<file path="src/hw/rtl/reply_prefix_strip_and_space_collapse_macros.svh">
// Assertion macros for the subject-line packer. They expect clk and rst_n in scope.
`ifndef REPLY_PREFIX_STRIP_AND_SPACE_COLLAPSE_MACROS_SVH
`define REPLY_PREFIX_STRIP_AND_SPACE_COLLAPSE_MACROS_SVH
`ifndef SYNTH
`define RPSS_ASSERT(lbl, prop, msg) \
  lbl: assert property (@(posedge clk) disable iff (!rst_n) (prop)) else $error(msg);
`define RPSS_ASSERT_NEXT(lbl, pre, post, msg) \
  lbl: assert property (@(posedge clk) disable iff (!rst_n) (pre) |=> (post)) else $error(msg);
`else
`define RPSS_ASSERT(lbl, prop, msg)
`define RPSS_ASSERT_NEXT(lbl, pre, post, msg)
`endif
`endif

</file>
<file path="src/hw/rtl/rpss_pkg.sv">
package rpss_pkg;

  localparam int CHAR_W      = 8;
  localparam int LEN_W       = 10;
  localparam int CNT_W       = 8;
  localparam int LOOKAHEAD   = 5;
  localparam int HOLD_W      = 3;
  localparam int APB_ADDR_W  = 3;
  localparam int APB_DATA_W  = 32;
  localparam int QUEUE_DEPTH_DEF = 4;

  localparam logic [LEN_W-1:0] LIMIT_RESET = 10'd255;

  // register index = paddr[APB_ADDR_W-1:2]
  localparam logic [APB_ADDR_W-3:0] REG_LENGTH_LIMIT = '0;

  localparam logic [CHAR_W-1:0] CH_R_UP  = 8'h52;
  localparam logic [CHAR_W-1:0] CH_R_LO  = 8'h72;
  localparam logic [CHAR_W-1:0] CH_E_UP  = 8'h45;
  localparam logic [CHAR_W-1:0] CH_E_LO  = 8'h65;
  localparam logic [CHAR_W-1:0] CH_COLON = 8'h3A;
  localparam logic [CHAR_W-1:0] CH_CARET = 8'h5E;
  localparam logic [CHAR_W-1:0] CH_SPACE = 8'h20;
  localparam logic [CHAR_W-1:0] CH_DASH  = 8'h2D;
  localparam logic [CHAR_W-1:0] CH_ZERO  = 8'h30;
  localparam logic [CHAR_W-1:0] CH_NINE  = 8'h39;
  localparam logic [CHAR_W-1:0] CH_TAB   = 8'h09;
  localparam logic [CHAR_W-1:0] CH_CR    = 8'h0D;

  typedef enum logic [2:0] {
    PH_SCAN,
    PH_R,
    PH_RE,
    PH_NUM,
    PH_COPY,
    PH_STOP
  } phase_t;

  typedef enum logic [1:0] {
    BK_IDLE,
    BK_SEQ,
    BK_DONE
  } bk_state_t;

  typedef struct packed {
    logic [CHAR_W-1:0] c;
    logic              eol;
    logic              blank;
    logic              is_r;
    logic              is_e;
    logic              is_digit;
    logic              is_colon;
    logic              is_caret;
    logic              is_space;
  } item_t;

  typedef struct packed {
    logic              emit;
    logic              emit_done;
    phase_t            phase;
    logic [LEN_W-1:0]  written;
  } bk_status_t;

  function automatic logic is_blank(input logic [CHAR_W-1:0] c);
    return (c == CH_SPACE) || ((c >= CH_TAB) && (c <= CH_CR));
  endfunction

  // "- (nf"
  function automatic logic [CHAR_W-1:0] marker_byte(input logic [HOLD_W-1:0] idx);
    logic [CHAR_W-1:0] b;
    case (idx)
      3'd0:    b = CH_DASH;
      3'd1:    b = CH_SPACE;
      3'd2:    b = 8'h28;
      3'd3:    b = 8'h6E;
      3'd4:    b = 8'h66;
      default: b = '0;
    endcase
    return b;
  endfunction

endpackage

</file>
<file path="src/hw/rtl/rpss_in_if.sv">
interface rpss_in_if;
  import rpss_pkg::*;

  logic              valid;
  logic              ready;
  logic [CHAR_W-1:0] char_in;
  logic              end_of_line;

  modport source(output valid, char_in, end_of_line, input ready);
  modport sink(input valid, char_in, end_of_line, output ready);
endinterface

</file>
<file path="src/hw/rtl/rpss_out_if.sv">
interface rpss_out_if;
  import rpss_pkg::*;

  logic                    valid;
  logic                    ready;
  logic [CHAR_W-1:0]       char_out;
  logic                    char_valid;
  logic                    done_res;
  logic signed [CNT_W-1:0] reply_count;
  logic [LEN_W-1:0]        packed_length;

  modport source(output valid, char_out, char_valid, done_res, reply_count, packed_length,
                 input ready);
  modport sink(input valid, char_out, char_valid, done_res, reply_count, packed_length,
               output ready);
endinterface

</file>
<file path="src/hw/rtl/rpss_front.sv">
module rpss_front (
  rpss_in_if.sink          in_chan,
  input  logic             q_full,
  output logic             q_push,
  output rpss_pkg::item_t  q_item
);
  import rpss_pkg::*;

  assign in_chan.ready = !q_full;
  assign q_push        = in_chan.valid && !q_full;

  always_comb begin
    q_item.c        = in_chan.char_in;
    q_item.eol      = in_chan.end_of_line;
    q_item.blank    = is_blank(in_chan.char_in);
    q_item.is_r     = (in_chan.char_in == CH_R_UP) || (in_chan.char_in == CH_R_LO);
    q_item.is_e     = (in_chan.char_in == CH_E_UP) || (in_chan.char_in == CH_E_LO);
    q_item.is_digit = (in_chan.char_in >= CH_ZERO) && (in_chan.char_in <= CH_NINE);
    q_item.is_colon = (in_chan.char_in == CH_COLON);
    q_item.is_caret = (in_chan.char_in == CH_CARET);
    q_item.is_space = (in_chan.char_in == CH_SPACE);
  end
endmodule

</file>
<file path="src/hw/rtl/rpss_fifo.sv">
module rpss_fifo #(
  parameter int DEPTH = rpss_pkg::QUEUE_DEPTH_DEF
) (
  input  logic             clk,
  input  logic             rst_n,
  input  logic             push,
  input  rpss_pkg::item_t  push_item,
  output logic             full,
  input  logic             pop,
  output rpss_pkg::item_t  pop_item,
  output logic             empty
);
  import rpss_pkg::*;

  localparam int PTR_W = (DEPTH > 1) ? $clog2(DEPTH) : 1;
  localparam int FCNT_W = $clog2(DEPTH + 1);

  item_t              mem_r [DEPTH];
  logic [PTR_W-1:0]   wr_ptr_r, wr_ptr_nxt;
  logic [PTR_W-1:0]   rd_ptr_r, rd_ptr_nxt;
  logic [FCNT_W-1:0]  cnt_r, cnt_nxt;

  assign full     = (cnt_r == FCNT_W'(DEPTH));
  assign empty    = (cnt_r == '0);
  assign pop_item = mem_r[rd_ptr_r];

  always_comb begin
    wr_ptr_nxt = wr_ptr_r;
    rd_ptr_nxt = rd_ptr_r;
    cnt_nxt    = cnt_r;
    if (push) begin
      wr_ptr_nxt = (wr_ptr_r == PTR_W'(DEPTH - 1)) ? '0 : wr_ptr_r + 1'b1;
    end
    if (pop) begin
      rd_ptr_nxt = (rd_ptr_r == PTR_W'(DEPTH - 1)) ? '0 : rd_ptr_r + 1'b1;
    end
    if (push && !pop) begin
      cnt_nxt = cnt_r + 1'b1;
    end else if (pop && !push) begin
      cnt_nxt = cnt_r - 1'b1;
    end
  end

  always_ff @(posedge clk) begin
    if (!rst_n) begin
      wr_ptr_r <= '0;
      rd_ptr_r <= '0;
      cnt_r    <= '0;
    end else begin
      wr_ptr_r <= wr_ptr_nxt;
      rd_ptr_r <= rd_ptr_nxt;
      cnt_r    <= cnt_nxt;
    end
  end

  always_ff @(posedge clk) begin
    if (push) begin
      mem_r[wr_ptr_r] <= push_item;
    end
  end
endmodule

</file>
<file path="src/hw/rtl/rpss_back.sv">
module rpss_back (
  input  logic                            clk,
  input  logic                            rst_n,
  input  logic [rpss_pkg::LEN_W-1:0]      length_limit,
  input  logic                            q_empty,
  input  rpss_pkg::item_t                 q_item,
  output logic                            q_pop,
  rpss_out_if.source                      out_chan,
  output rpss_pkg::bk_status_t            status
);
  import rpss_pkg::*;

  bk_state_t          state_r, state_nxt;
  phase_t             phase_r, phase_nxt;
  logic [CNT_W-1:0]   count_r, count_nxt;
  logic [CNT_W-1:0]   num_r, num_nxt;
  logic               seen_r, seen_nxt;
  logic [CHAR_W-1:0]  held_r [LOOKAHEAD];
  logic [CHAR_W-1:0]  held_nxt [LOOKAHEAD];
  logic [HOLD_W-1:0]  hcnt_r, hcnt_nxt;
  logic [LEN_W-1:0]   written_r, written_nxt;
  logic               brun_r, brun_nxt;
  logic [HOLD_W-1:0]  pos_r, pos_nxt;
  logic [HOLD_W-1:0]  len_r, len_nxt;
  logic [1:0]         lit_r, lit_nxt;
  logic               dpend_r, dpend_nxt;

  logic               ov_r, ov_nxt;
  logic [CHAR_W-1:0]  oc_r, oc_nxt;
  logic               ocv_r, ocv_nxt;
  logic               od_r, od_nxt;
  logic [CNT_W-1:0]   ocnt_r, ocnt_nxt;
  logic [LEN_W-1:0]   olen_r, olen_nxt;

  logic               slot_free;
  logic               emit;
  logic               emit_done;
  logic [CHAR_W-1:0]  emit_char;
  logic               do_scan;
  logic [CHAR_W-1:0]  b;
  logic [CHAR_W-1:0]  digit;

  assign slot_free = !ov_r || out_chan.ready;
  assign q_pop     = (state_r == BK_IDLE) && !q_empty;
  assign b         = held_r[pos_r];
  assign digit     = q_item.c - CH_ZERO;

  always_comb begin
    state_nxt   = state_r;
    phase_nxt   = phase_r;
    count_nxt   = count_r;
    num_nxt     = num_r;
    seen_nxt    = seen_r;
    held_nxt    = held_r;
    hcnt_nxt    = hcnt_r;
    written_nxt = written_r;
    brun_nxt    = brun_r;
    pos_nxt     = pos_r;
    len_nxt     = len_r;
    lit_nxt     = lit_r;
    dpend_nxt   = dpend_r;
    emit        = 1'b0;
    emit_done   = 1'b0;
    emit_char   = '0;
    do_scan     = 1'b0;

    case (state_r)
      BK_IDLE: begin
        if (q_pop) begin
          pos_nxt = '0;
          if (q_item.eol) begin
            dpend_nxt = 1'b1;
            state_nxt = BK_DONE;
            case (phase_r)
              PH_R: begin
                len_nxt   = 3'd1;
                lit_nxt   = 2'd1;
                state_nxt = BK_SEQ;
              end
              PH_RE: begin
                len_nxt   = 3'd2;
                lit_nxt   = 2'd2;
                state_nxt = BK_SEQ;
              end
              PH_NUM: begin
                count_nxt = count_r + (seen_r ? num_r : CNT_W'(1));
                num_nxt   = '0;
                seen_nxt  = 1'b0;
              end
              PH_COPY: begin
                if (hcnt_r != '0) begin
                  len_nxt   = hcnt_r;
                  lit_nxt   = 2'd1;
                  hcnt_nxt  = '0;
                  state_nxt = BK_SEQ;
                end
              end
              default: ;
            endcase
          end else begin
            case (phase_r)
              PH_SCAN: do_scan = 1'b1;
              PH_R: begin
                held_nxt[1] = q_item.c;
                if (q_item.is_e) begin
                  phase_nxt = PH_RE;
                end else begin
                  // broken prefix: release the R, then copy this byte
                  phase_nxt = PH_COPY;
                  len_nxt   = 3'd2;
                  lit_nxt   = 2'd1;
                  state_nxt = BK_SEQ;
                end
              end
              PH_RE: begin
                if (q_item.is_colon || q_item.is_space) begin
                  count_nxt = count_r + 1'b1;
                  phase_nxt = PH_SCAN;
                end else if (q_item.is_caret) begin
                  num_nxt   = '0;
                  seen_nxt  = 1'b0;
                  phase_nxt = PH_NUM;
                end else begin
                  held_nxt[2] = q_item.c;
                  phase_nxt   = PH_COPY;
                  len_nxt     = 3'd3;
                  lit_nxt     = 2'd2;
                  state_nxt   = BK_SEQ;
                end
              end
              PH_NUM: begin
                if (q_item.is_digit) begin
                  num_nxt  = (num_r << 3) + (num_r << 1) + digit;
                  seen_nxt = 1'b1;
                end else begin
                  count_nxt = count_r + (seen_r ? num_r : CNT_W'(1));
                  num_nxt   = '0;
                  seen_nxt  = 1'b0;
                  phase_nxt = PH_SCAN;
                  do_scan   = !q_item.is_colon;
                end
              end
              PH_COPY: begin
                held_nxt[hcnt_r] = q_item.c;
                if (hcnt_r == '0) begin
                  len_nxt   = 3'd1;
                  lit_nxt   = 2'd0;
                  state_nxt = BK_SEQ;
                end else if (q_item.c == marker_byte(hcnt_r)) begin
                  if (hcnt_r == HOLD_W'(LOOKAHEAD - 1)) begin
                    hcnt_nxt  = '0;
                    phase_nxt = PH_STOP;
                  end else begin
                    hcnt_nxt = hcnt_r + 1'b1;
                  end
                end else begin
                  // partial marker failed: '-' goes out literally, rest rescanned
                  hcnt_nxt  = '0;
                  len_nxt   = hcnt_r + 1'b1;
                  lit_nxt   = 2'd1;
                  state_nxt = BK_SEQ;
                end
              end
              default: ;
            endcase

            if (do_scan && !q_item.blank) begin
              held_nxt[0] = q_item.c;
              if (q_item.is_r) begin
                phase_nxt = PH_R;
              end else begin
                phase_nxt = PH_COPY;
                len_nxt   = 3'd1;
                lit_nxt   = 2'd0;
                state_nxt = BK_SEQ;
              end
            end
          end
        end
      end

      BK_SEQ: begin
        if (slot_free) begin
          if (phase_r != PH_STOP) begin
            if (written_r >= length_limit) begin
              phase_nxt = PH_STOP;
            end else if (pos_r < {1'b0, lit_r}) begin
              emit      = 1'b1;
              emit_char = b;
              brun_nxt  = 1'b0;
            end else if (b == CH_DASH) begin
              held_nxt[0] = b;
              hcnt_nxt    = 3'd1;
            end else if (is_blank(b)) begin
              if (!brun_r) begin
                emit      = 1'b1;
                emit_char = CH_SPACE;
                brun_nxt  = 1'b1;
              end
            end else begin
              emit      = 1'b1;
              emit_char = b;
              brun_nxt  = 1'b0;
            end
          end
          if (emit) begin
            written_nxt = written_r + 1'b1;
          end
          if (pos_r == len_r - 1'b1) begin
            state_nxt = dpend_r ? BK_DONE : BK_IDLE;
          end else begin
            pos_nxt = pos_r + 1'b1;
          end
        end
      end

      BK_DONE: begin
        if (slot_free) begin
          emit        = 1'b1;
          emit_done   = 1'b1;
          phase_nxt   = PH_SCAN;
          count_nxt   = '0;
          num_nxt     = '0;
          seen_nxt    = 1'b0;
          hcnt_nxt    = '0;
          written_nxt = '0;
          brun_nxt    = 1'b0;
          dpend_nxt   = 1'b0;
          state_nxt   = BK_IDLE;
        end
      end

      default: state_nxt = BK_IDLE;
    endcase
  end

  // output register
  always_comb begin
    ov_nxt   = ov_r && !out_chan.ready;
    oc_nxt   = oc_r;
    ocv_nxt  = ocv_r;
    od_nxt   = od_r;
    ocnt_nxt = ocnt_r;
    olen_nxt = olen_r;
    if (emit) begin
      ov_nxt   = 1'b1;
      oc_nxt   = emit_char;
      ocv_nxt  = !emit_done;
      od_nxt   = emit_done;
      ocnt_nxt = emit_done ? count_r : '0;
      olen_nxt = emit_done ? written_r : '0;
    end
  end

  always_ff @(posedge clk) begin
    if (!rst_n) begin
      state_r   <= BK_IDLE;
      phase_r   <= PH_SCAN;
      count_r   <= '0;
      num_r     <= '0;
      seen_r    <= 1'b0;
      hcnt_r    <= '0;
      written_r <= '0;
      brun_r    <= 1'b0;
      pos_r     <= '0;
      len_r     <= '0;
      lit_r     <= '0;
      dpend_r   <= 1'b0;
      ov_r      <= 1'b0;
    end else begin
      state_r   <= state_nxt;
      phase_r   <= phase_nxt;
      count_r   <= count_nxt;
      num_r     <= num_nxt;
      seen_r    <= seen_nxt;
      hcnt_r    <= hcnt_nxt;
      written_r <= written_nxt;
      brun_r    <= brun_nxt;
      pos_r     <= pos_nxt;
      len_r     <= len_nxt;
      lit_r     <= lit_nxt;
      dpend_r   <= dpend_nxt;
      ov_r      <= ov_nxt;
    end
  end

  always_ff @(posedge clk) begin
    held_r <= held_nxt;
    oc_r   <= oc_nxt;
    ocv_r  <= ocv_nxt;
    od_r   <= od_nxt;
    ocnt_r <= ocnt_nxt;
    olen_r <= olen_nxt;
  end

  assign out_chan.valid         = ov_r;
  assign out_chan.char_out      = oc_r;
  assign out_chan.char_valid    = ocv_r;
  assign out_chan.done_res      = od_r;
  assign out_chan.reply_count   = ocnt_r;
  assign out_chan.packed_length = olen_r;

  assign status.emit      = emit;
  assign status.emit_done = emit_done;
  assign status.phase     = phase_r;
  assign status.written   = written_r;
endmodule

</file>
<file path="src/hw/rtl/reply_prefix_strip_and_space_collapse.sv">
// Packs one subject line, one byte per item, closed by an end-of-line item. Leading
// whitespace and reply prefixes (Re:, "Re ", Re^, Re^N with optional colon, any case) are
// dropped and counted, whitespace runs become one space, and copying stops at the marker
// "- (nf" or at length_limit bytes (APB register 0, reset 255). The end-of-line item yields
// a final result with the wrapped signed prefix count and the packed length. Input items go
// into a small queue (QUEUE_DEPTH entries). The back end dequeues an item only while idle,
// then processes it, one held byte per step while the result register has room, before it
// takes the next item. The result register lets the next item be taken while a finished
// result waits.
`include "reply_prefix_strip_and_space_collapse_macros.svh"

module reply_prefix_strip_and_space_collapse #(
  parameter int QUEUE_DEPTH = rpss_pkg::QUEUE_DEPTH_DEF
) (
  input  logic                               clk,
  input  logic                               rst_n,
  rpss_in_if.sink                            in_chan,
  rpss_out_if.source                         out_chan,
  input  logic                               psel,
  input  logic                               penable,
  input  logic                               pwrite,
  input  logic [rpss_pkg::APB_ADDR_W-1:0]    paddr,
  input  logic [rpss_pkg::APB_DATA_W-1:0]    pwdata,
  output logic [rpss_pkg::APB_DATA_W-1:0]    prdata,
  output logic                               pready
);
  import rpss_pkg::*;

  logic [LEN_W-1:0] limit_r, limit_nxt;
  logic             cfg_wr;
  logic             cfg_hit;

  logic             q_push;
  logic             q_pop;
  logic             q_full;
  logic             q_empty;
  item_t            q_in_item;
  item_t            q_out_item;
  bk_status_t       bk_status;

  assign pready  = 1'b1;
  assign cfg_hit = (paddr[APB_ADDR_W-1:2] == REG_LENGTH_LIMIT);
  assign cfg_wr  = psel && penable && pwrite && pready;
  assign prdata  = cfg_hit ? APB_DATA_W'(limit_r) : '0;

  always_comb begin
    limit_nxt = limit_r;
    if (cfg_wr && cfg_hit) begin
      limit_nxt = pwdata[LEN_W-1:0];
    end
  end

  always_ff @(posedge clk) begin
    if (!rst_n) begin
      limit_r <= LIMIT_RESET;
    end else begin
      limit_r <= limit_nxt;
    end
  end

  rpss_front u_front (
    .in_chan (in_chan),
    .q_full  (q_full),
    .q_push  (q_push),
    .q_item  (q_in_item)
  );

  rpss_fifo #(
    .DEPTH (QUEUE_DEPTH)
  ) u_fifo (
    .clk       (clk),
    .rst_n     (rst_n),
    .push      (q_push),
    .push_item (q_in_item),
    .full      (q_full),
    .pop       (q_pop),
    .pop_item  (q_out_item),
    .empty     (q_empty)
  );

  rpss_back u_back (
    .clk          (clk),
    .rst_n        (rst_n),
    .length_limit (limit_r),
    .q_empty      (q_empty),
    .q_item       (q_out_item),
    .q_pop        (q_pop),
    .out_chan     (out_chan),
    .status       (bk_status)
  );

  `RPSS_ASSERT(a_queue_no_overflow, !(q_push && q_full), "item queued while queue full")
  `RPSS_ASSERT_NEXT(a_char_counts, bk_status.emit && !bk_status.emit_done, bk_status.written == LEN_W'($past(bk_status.written) + 1'b1), "written count not advanced by char result")
  `RPSS_ASSERT_NEXT(a_done_clears_line, bk_status.emit && bk_status.emit_done, bk_status.written == '0 && bk_status.phase == PH_SCAN, "line state not cleared after final result")
endmodule

</file>
<file path="src/flat_wrapper.sv">
// flat-port wrapper written by rule: the top's interface ports become plain ports
module reply_prefix_strip_and_space_collapse_flat import rpss_pkg::*;
#(
  parameter int QUEUE_DEPTH = rpss_pkg::QUEUE_DEPTH_DEF
)
  (clk, rst_n, psel, penable, pwrite, paddr, pwdata, prdata, pready, in_chan_valid, in_chan_char_in, in_chan_end_of_line, in_chan_ready, out_chan_valid, out_chan_char_out, out_chan_char_valid, out_chan_done_res, out_chan_reply_count, out_chan_packed_length, out_chan_ready);
  rpss_in_if in_chan_i ();
  rpss_out_if out_chan_i ();
  input  logic clk;
  input  logic rst_n;
  input  logic psel;
  input  logic penable;
  input  logic pwrite;
  input  logic [rpss_pkg::APB_ADDR_W-1:0] paddr;
  input  logic [rpss_pkg::APB_DATA_W-1:0] pwdata;
  output logic [rpss_pkg::APB_DATA_W-1:0] prdata;
  output logic pready;
  input wire logic [$bits(in_chan_i.valid)-1:0] in_chan_valid;
  input wire logic [$bits(in_chan_i.char_in)-1:0] in_chan_char_in;
  input wire logic [$bits(in_chan_i.end_of_line)-1:0] in_chan_end_of_line;
  output wire logic [$bits(in_chan_i.ready)-1:0] in_chan_ready;
  output wire logic [$bits(out_chan_i.valid)-1:0] out_chan_valid;
  output wire logic [$bits(out_chan_i.char_out)-1:0] out_chan_char_out;
  output wire logic [$bits(out_chan_i.char_valid)-1:0] out_chan_char_valid;
  output wire logic [$bits(out_chan_i.done_res)-1:0] out_chan_done_res;
  output wire logic [$bits(out_chan_i.reply_count)-1:0] out_chan_reply_count;
  output wire logic [$bits(out_chan_i.packed_length)-1:0] out_chan_packed_length;
  input wire logic [$bits(out_chan_i.ready)-1:0] out_chan_ready;
  assign in_chan_i.valid = in_chan_valid;
  assign in_chan_i.char_in = in_chan_char_in;
  assign in_chan_i.end_of_line = in_chan_end_of_line;
  assign in_chan_ready = in_chan_i.ready;
  assign out_chan_valid = out_chan_i.valid;
  assign out_chan_char_out = out_chan_i.char_out;
  assign out_chan_char_valid = out_chan_i.char_valid;
  assign out_chan_done_res = out_chan_i.done_res;
  assign out_chan_reply_count = out_chan_i.reply_count;
  assign out_chan_packed_length = out_chan_i.packed_length;
  assign out_chan_i.ready = out_chan_ready;
  reply_prefix_strip_and_space_collapse #(.QUEUE_DEPTH(QUEUE_DEPTH)) u_core (.clk(clk), .rst_n(rst_n), .in_chan(in_chan_i), .out_chan(out_chan_i), .psel(psel), .penable(penable), .pwrite(pwrite), .paddr(paddr), .pwdata(pwdata), .prdata(prdata), .pready(pready));
endmodule
</file>
<file path="config.mk">
export PLATFORM = sky130hd
export DESIGN_NAME = reply_prefix_strip_and_space_collapse_flat
export DESIGN_NICKNAME = d
export VERILOG_FILES = /design/src/hw/rtl/rpss_pkg.sv /design/src/hw/rtl/rpss_in_if.sv /design/src/hw/rtl/rpss_out_if.sv /design/src/hw/rtl/rpss_front.sv /design/src/hw/rtl/rpss_fifo.sv /design/src/hw/rtl/rpss_back.sv /design/src/hw/rtl/reply_prefix_strip_and_space_collapse.sv /design/src/flat_wrapper.sv
export VERILOG_INCLUDE_DIRS = /design/src /design/src/hw/rtl
export SDC_FILE = /design/constraint.sdc
export NUM_CORES = 1
export LEC_CHECK = 0
export ABC_CLOCK_PERIOD_IN_PS = 6450
export BUFFER_PORTS_ARGS = -buffer_cell sky130_fd_sc_hd__buf_2
export CAP_MARGIN = 20
export CORE_UTILIZATION = 55
export CTS_CLUSTER_DIAMETER = 200
export DETAILED_ROUTE_END_ITERATION = 10
export GPL_ROUTABILITY_DRIVEN = 0
export PLACE_DENSITY = 0.76
export SYNTH_ARGS = -nofsm -noshare
export SYNTH_HDL_FRONTEND = slang
export SYNTH_SLANG_ARGS = --single-unit
export TNS_END_PERCENT = 10
</file>
<file path="constraint.sdc">
create_clock -name clk -period 6.45 [get_ports clk]
set_clock_uncertainty 0.05 [all_clocks]
set_input_delay 0.645 -clock clk [delete_from_list [all_inputs] [get_ports clk]]
set_output_delay 0.645 -clock clk [all_outputs]
set_load 0.01 [all_outputs]
</file>
==> results of run 1 <==
==> routing by layer <==
metal  global-route usage [%]  vias to the layer above  wire (um)
met5                        0                        -          0
met4                     9.47                        0        518
met3                     4.40                       31       1100
met2                     38.7                      230      10700
met1                     30.1                     3597       9550
li1                         -                     3627          -
==> cell type report <==
type | count | area, sq um | area share, %
Multi-Input combinational cell | 688 | 4650 | 40.7
Timing Repair Buffer | 77 | 410 | 3.60
Clock inverter | 15 | 189 | 1.66
Inverter | 49 | 184 | 1.61
Tap cell | 229 | 287 | 2.51
Sequential cell | 197 | 5270 | 46.2
Clock buffer | 17 | 425 | 3.73
==> power by group through the flow <==
stage / clock network, mW / logic (mW) / registers [mW]
floorplan: 0 / 1.07 / 1.68
global placement: 0 / 1.38 / 1.71
detailed placement: 0 / 1.41 / 1.72
CTS: 1.12 / 1.43 / 1.69
global route: 1.17 / 1.60 / 1.71
finish: 1.10 / 1.44 / 1.69
==> cell families after synthesis <==
group	after synthesis	share of synthesized area, %
flops	197	50.7
fa+ha+maj	53	6.89
compound gates	207	12.4
xor+xnor	34	2.87
simple gates	333	16.0
buf+inv	116	5.29
mux	38	5.79
other cells	2	0.0724
==> flip-flops by register name (all words and copies together), names as in the netlist, 2 cells and up, named ones only <==
| register | count |
|---|---|
| u_core.u_back.out_chan.char_out | 8 |
| u_core.u_back.count_r | 8 |
| u_core.u_fifo.cnt_r | 3 |
| u_core.u_back.out_chan.reply_count | 8 |
| u_core.u_fifo.wr_ptr_r | 2 |
| u_core.u_back.hcnt_r | 3 |
| u_core.u_back.phase_r | 3 |
| u_core.u_back.lit_r | 2 |
| u_core.u_back.len_r | 3 |
| u_core.u_fifo.rd_ptr_r | 2 |
| u_core.u_back.pos_r | 3 |
| u_core.u_back.out_chan.packed_length | 10 |
| u_core.u_back.state_r | 2 |
| u_core.limit_r | 10 |
| u_core.u_back.written_r | 10 |
| u_core.u_fifo.mem_r | 64 |
| u_core.u_back.num_r | 8 |
| u_core.u_back.held_r | 40 |
==> synth_stat cells (6+ instances only) <==
cell / instances
and2_1: 10
buf_4: 23
fa_1: 7
a21oi_1: 70
nor3_1: 18
edfxtp_1: 132
nor2_1: 101
xnor2_1: 24
nand2_1: 73
or3_1: 7
clkbuf_1: 34
a22oi_1: 10
mux4_2: 12
and3_1: 25
o211ai_1: 13
xor2_1: 10
nand2b_1: 12
ha_1: 46
a211oi_1: 8
nand3_1: 23
dfxtp_1: 65
a21o_1: 11
mux2i_1: 18
a211o_1: 6
nor2b_1: 23
o21ai_0: 46
nor4_1: 8
inv_1: 49
==> placed cells by master, fill, tap and decap left out, types with 6 or more instances in the layout <==
| cell type | n |
|---|---|
| and2_1 | 10 |
| clkbuf_16 | 17 |
| fa_1 | 7 |
| o21ai_0 | 46 |
| ha_1 | 46 |
| nor2_1 | 101 |
| a22oi_1 | 10 |
| a21o_1 | 11 |
| nor3_1 | 18 |
| buf_2 | 66 |
| dfxtp_1 | 65 |
| nor2b_1 | 23 |
| o211ai_1 | 13 |
| or3_1 | 7 |
| xnor2_1 | 24 |
| nor4_1 | 8 |
| a211oi_1 | 8 |
| xor2_1 | 10 |
| a211o_1 | 6 |
| edfxtp_1 | 132 |
| nand2b_1 | 12 |
| mux4_2 | 12 |
| a21oi_1 | 70 |
| nand2_1 | 73 |
| and3_1 | 25 |
| nand3_1 | 23 |
| buf_4 | 10 |
| inv_1 | 49 |
| mux2i_1 | 18 |
| conb_1 | 23 |
==> through the flow <==
step	cells	worst slack, ns	hold slack (ns)
after floorplan	1001	1.94	0.386
after global placement	1238	2.33	0.397
after detailed placement	1238	2.31	0.404
after CTS	1270	2.31	0.356
after global routing	1272	1.96	0.361
final	1272	2.31	0.368
==> worst paths after layout <==
path,endpoint,slack (ns),depth (start not counted)
max,u_core.u_back.written_r[9],2.31,9
min,u_core.u_fifo.mem_r[3][7],0.37,1
max reg2reg,u_core.u_back.written_r[9],2.31,9
min reg2reg,u_core.limit_r[9],0.41,2
==> flow_summary.ini, run 1 <==
[outcome]
status = completed

[layout]
final_area_sq_um = 11400
drive_gt1_share_pct = 12.8
num_antenna_cells = 0
fillers = 1451
fin_util_pct = 62.7
nets = 1134
area_delta_synth_final_pct = 9.91

[route]
drt_first_iter_violations = 601
wl_per_cell_um = 17.2
ant_nets = 0
via_count = 7485
drc = 0
dr.pass1.iters = 5
drt-total-wl_um = 21900
via_per_inst = 5.88

[setup_path]
r2r-start = u_core.u_back.pos_r[2]
cp.arrival_ns = 4.38
worst-path-buf-inv = 0
crit_type = reg2reg
cp-start-kind = flop
cpPeakStageDelay_ns = 0.95
cpMaxStageDelayCell = dfxtp_1
critical_path.top_delay_family = compound AO/OA/AOI/OAI gates
endpoint_kind = flop
startpoint = u_core.u_back.pos_r[2]
cp_max_fo = 21
critical_path.most_common_cell = nand2_1
required_ns = 6.69
crit_chain = mux2_2, a221o_1, o32ai_1, nand2_1, nor4_1, o221ai_1, nand2_1, or3_1, a21oi_1

[clock_network]
cts_setup_buffers = 0
clk_latency_ns = 0.44
numCtsBuffers = 17
cts_hold_buf = 0
post_cts_resize_count = 0
htreeDepth = 4
cts_root_buffer = clkbuf_16
cts.sinks = 197
clockBufferDepth = 2
cts_tree = built
clkTransAtPathRegs_ns = 0.07

[floorplan]
io-pin-count = 114
die_w_um = 139
die_h_um = 139
start_util_pct = 57.0
dieArea_sq_um = 19400
core_area_sq_um = 18200
row_count = 49

[hold_path]
hold_path_class = in2reg
hold_path_startpoint = in_chan_end_of_line

[sta]
rsz0062_at_grt = no
setup_violations = 0
finalSetupTns_ns = 0
hold_viol = 0
min_period_ns = 4.14
relSlewSlack_pct = 26.9
finalCritPeriodShare_pct = 64.2
slew_viol_final = 0
fmax_mhz = 242
worst_slew_pin_slew_ns = 1.08

[pwr]
p_comb_share_pct = 34.0
p_leak_nw = 4.36
power_switching_mw = 1.54
power_report.internal_total_mw = 2.70
p_per_area_nw_per_um2 = 372
p_seq_share_pct = 40.0
total_power_mw = 4.24
swShare_pct = 36.3
ir_drop_mv = 0.242
power.share.clock_pct = 26.0

[logic_synthesis]
synthDistinctLibCells = 67
synthCells = 980
ys_ff_latch = 197
ys_top_cells_by_area = edfxtp_1 (38%), dfxtp_1 (13%), ha_1 (5.5%)
synth-main-ff-cell = edfxtp_1
synth_edf_count = 132
avgSynthCellArea_sq_um = 10.6
synth_top_area_cell = edfxtp_1
synth_seq_area_share_pct = 50.7
syn_area_sq_um = 10400
ys_async_sr_fraction_pct = 0
synth_top_area_share_pct = 38.2
yosys_warnings = 0

[grt]
grt_start_max_net_pins = 28
gr-total-overflow = 0
grtUsageTotal_pct = 23.3
grt_pass1_wl_um = 35600
grt_pass1_vias = 6997
antenna_found_initial = 1

[place]
dpl_cell_area_sq_um = 10800
numPortBuffers = 66
dp.final_hpwl_um = 14900

[job]
drv_cap = 0
(Power assumes the default switching activity.)
==> inputs of run 2 (changes only) <==
Settings changed: ABC_AREA set to 1, ABC_CLOCK_PERIOD_IN_PS 6450 to 3900, PLACE_DENSITY 0.76 to 0.75.
Clock period 6.45 ns to 3.9 ns, I/O delays scaled along.
==> flow_summary.ini, run 2 <==
[outcome]
status = completed

[sta]
finalSetupTns_ns = 0
rsz0062_at_grt = no
finalCritPeriodShare_pct = 89.1
relSlewSlack_pct = 35.8
final.setup.worst_slack_ns = 0.426
fmax_mhz = 288
hold_viol = 0
worst_slew_pin_slew_ns = 0.958
slew_viol_final = 0
setup_violations = 0
min_period_ns = 3.47

[floorplan]
start_util_pct = 56.0
core_area_sq_um = 19400
io-pin-count = 114
dieArea_sq_um = 20300
row_count = 51
die_h_um = 143
die_w_um = 143

[layout]
drive_gt1_share_pct = 13.2
fin_util_pct = 61.4
fillers = 1700
final_area_sq_um = 11900
final_common_cell = nand2_1
reg_top3 = u_core.u_fifo.mem_r: 64 flops, u_core.u_back.held_r: 40 flops
largest_reg_flops = 64
nets = 1438
multi_input_area_sq_um = 4690
largest-register = u_core.u_fifo.mem_r
num_antenna_cells = 0
regArea_sq_um = 5270
area_delta_synth_final_pct = 9.67
final_cell_mix = nand2_1 (286), nor2_1 (145), inv_1 (137)

[clock_network]
cts_hold_buf = 0
cts_root_buffer = clkbuf_16
cts_tree = built
clk_latency_ns = 0.44
post_cts_resize_count = 0
clockBufferDepth = 2
cts.sinks = 197
cts_setup_buffers = 0
clkTransAtPathRegs_ns = 0.08
htreeDepth = 4
numCtsBuffers = 17

[logic_synthesis]
yosysMostFrequentCell = nand2_1
yosys_warnings = 0
synthMuxAreaShare_pct = 0
synth-main-ff-cell = edfxtp_1
synth_xor_area_share_pct = 2.10
synth_compound_area_share_pct = 9.29
synth_seq_area_share_pct = 48.5
synthDistinctLibCells = 55
synth_top_area_cell = edfxtp_1
synthSimpleGateAreaFrac_pct = 24.3
syn_area_sq_um = 10900
ys_top_cells_by_area = edfxtp_1 (36%), dfxtp_1 (12%), nand2_1 (9.9%)
ys_ff_latch = 197
synthCells = 1272
synth_adder_area_share_pct = 6.59
avgSynthCellArea_sq_um = 8.54
synth_edf_count = 132
synth_top_area_share_pct = 36.5
synth_common_cells = nand2_1 (286), nor2_1 (149), inv_1 (137)
synth_top_family_by_area = simple AND/OR/NAND/NOR gates
ys_async_sr_fraction_pct = 0

[grt]
gr-total-overflow = 0
grt_pass1_wl_um = 40100
grtUsageTotal_pct = 25.4
grt_start_max_net_pins = 32
grt_pass1_vias = 8291
antenna_found_initial = 0

[pwr]
p_per_area_nw_per_um2 = 691
ir_drop_mv = 0.348
total_power_mw = 8.23
p_leak_nw = 4.99

[job]
drv_cap = 0

[place]
numPortBuffers = 66
dp.final_hpwl_um = 17500
dp_slack_ns = 0.464
dpl_cell_area_sq_um = 11300

[hold_path]
hold_path_class = in2reg
min_to = u_core.limit_r[1]
hold_path_startpoint = pwdata[1]
holdPathStages = 3

[setup_path]
cp.arrival_ns = 3.74
r2r_slack_ns = 0.43
required_ns = 4.17
reg2reg_depth = 14
endpoint_kind = flop
cp-start-kind = flop
crit_type = reg2reg
r2r-end = u_core.u_back.num_r[7]
cp_max_fo = 7

[route]
m1WireLength_um = 11000
via_count = 8655
wl_met3_um = 1370
dr_wl_met2_um = 11800
via_per_inst = 5.37
drc = 0
drt_first_iter_violations = 761
drt-total-wl_um = 24600
ant_nets = 0
wl_per_cell_um = 15.2
dr.pass1.iters = 7
topRoutingLayerUsed = met4
## run 2: through the flow
stage / hold slack, ns / std cells
global placement: 0.418 / 1580
detailed placement: 0.424 / 1580
floorplan: 0.401 / 1293
finish: 0.115 / 1612
CTS: 0.105 / 1612
global route: 0.104 / 1612
## run 2: per-layer routing
layer / vias to the layer above / track usage [%]
met4: 0 / 8.15
met5: - / 0
li1: 4295 / -
met2: 285 / 42.1
met3: 32 / 4.51
met1: 4043 / 33.9
## run 2: report_power, final
| part | leakage, nW | internal [mW] | switching [mW] |
|---|---|---|---|
| logic | 2.93 | 1.08 | 2.53 |
| registers | 1.78 | 2.69 | 0.199 |
| clock network | 0.283 | 0.857 | 0.877 |
## run 2: worst max-delay path, cell delays in order, from the launching register on
cell     delay, ns
dfxtp_1       0.40
buf_4         0.18
nand3_1       0.07
nand2_1       0.22
inv_2         0.11
fa_1          0.42
fa_1          0.55
inv_1         0.07
fa_1          0.46
o21ai_0       0.23
xor2_1        0.19
xor2_1        0.16
nor2_1        0.06
a21oi_1       0.11
nor2_1        0.05
## run 2: worst max path at each step
| stage | endpoint | depth (start not counted) | slack [ns] |
|---|---|---|---|
| floorplan | u_core.u_back.held_r[16] | 9 | 0.65 |
| global placement | u_core.u_back.num_r[7] | 14 | 0.55 |
| detailed placement | u_core.u_back.num_r[7] | 14 | 0.46 |
| CTS | u_core.u_back.num_r[7] | 14 | 0.44 |
| global route | u_core.u_back.num_r[7] | 14 | 0.20 |
| finish | u_core.u_back.num_r[7] | 14 | 0.43 |
## run 2: logic make-up after synthesis
| family | count (synthesis) |
|---|---|
| xor+xnor | 26 |
| flops | 197 |
| other cells | 2 |
| simple gates | 605 |
| buf+inv | 218 |
| fa+ha+maj | 53 |
| compound gates | 171 |
## run 2: layout make-up
cell class                 instances  area share, %
inverter                         159           5.07
clock inverter                    15           1.27
timing repair buffer              81           3.72
tap                              265           2.78
clock buffer                      17           3.57
sequential                       197           44.2
multi-input combinational        878           39.4
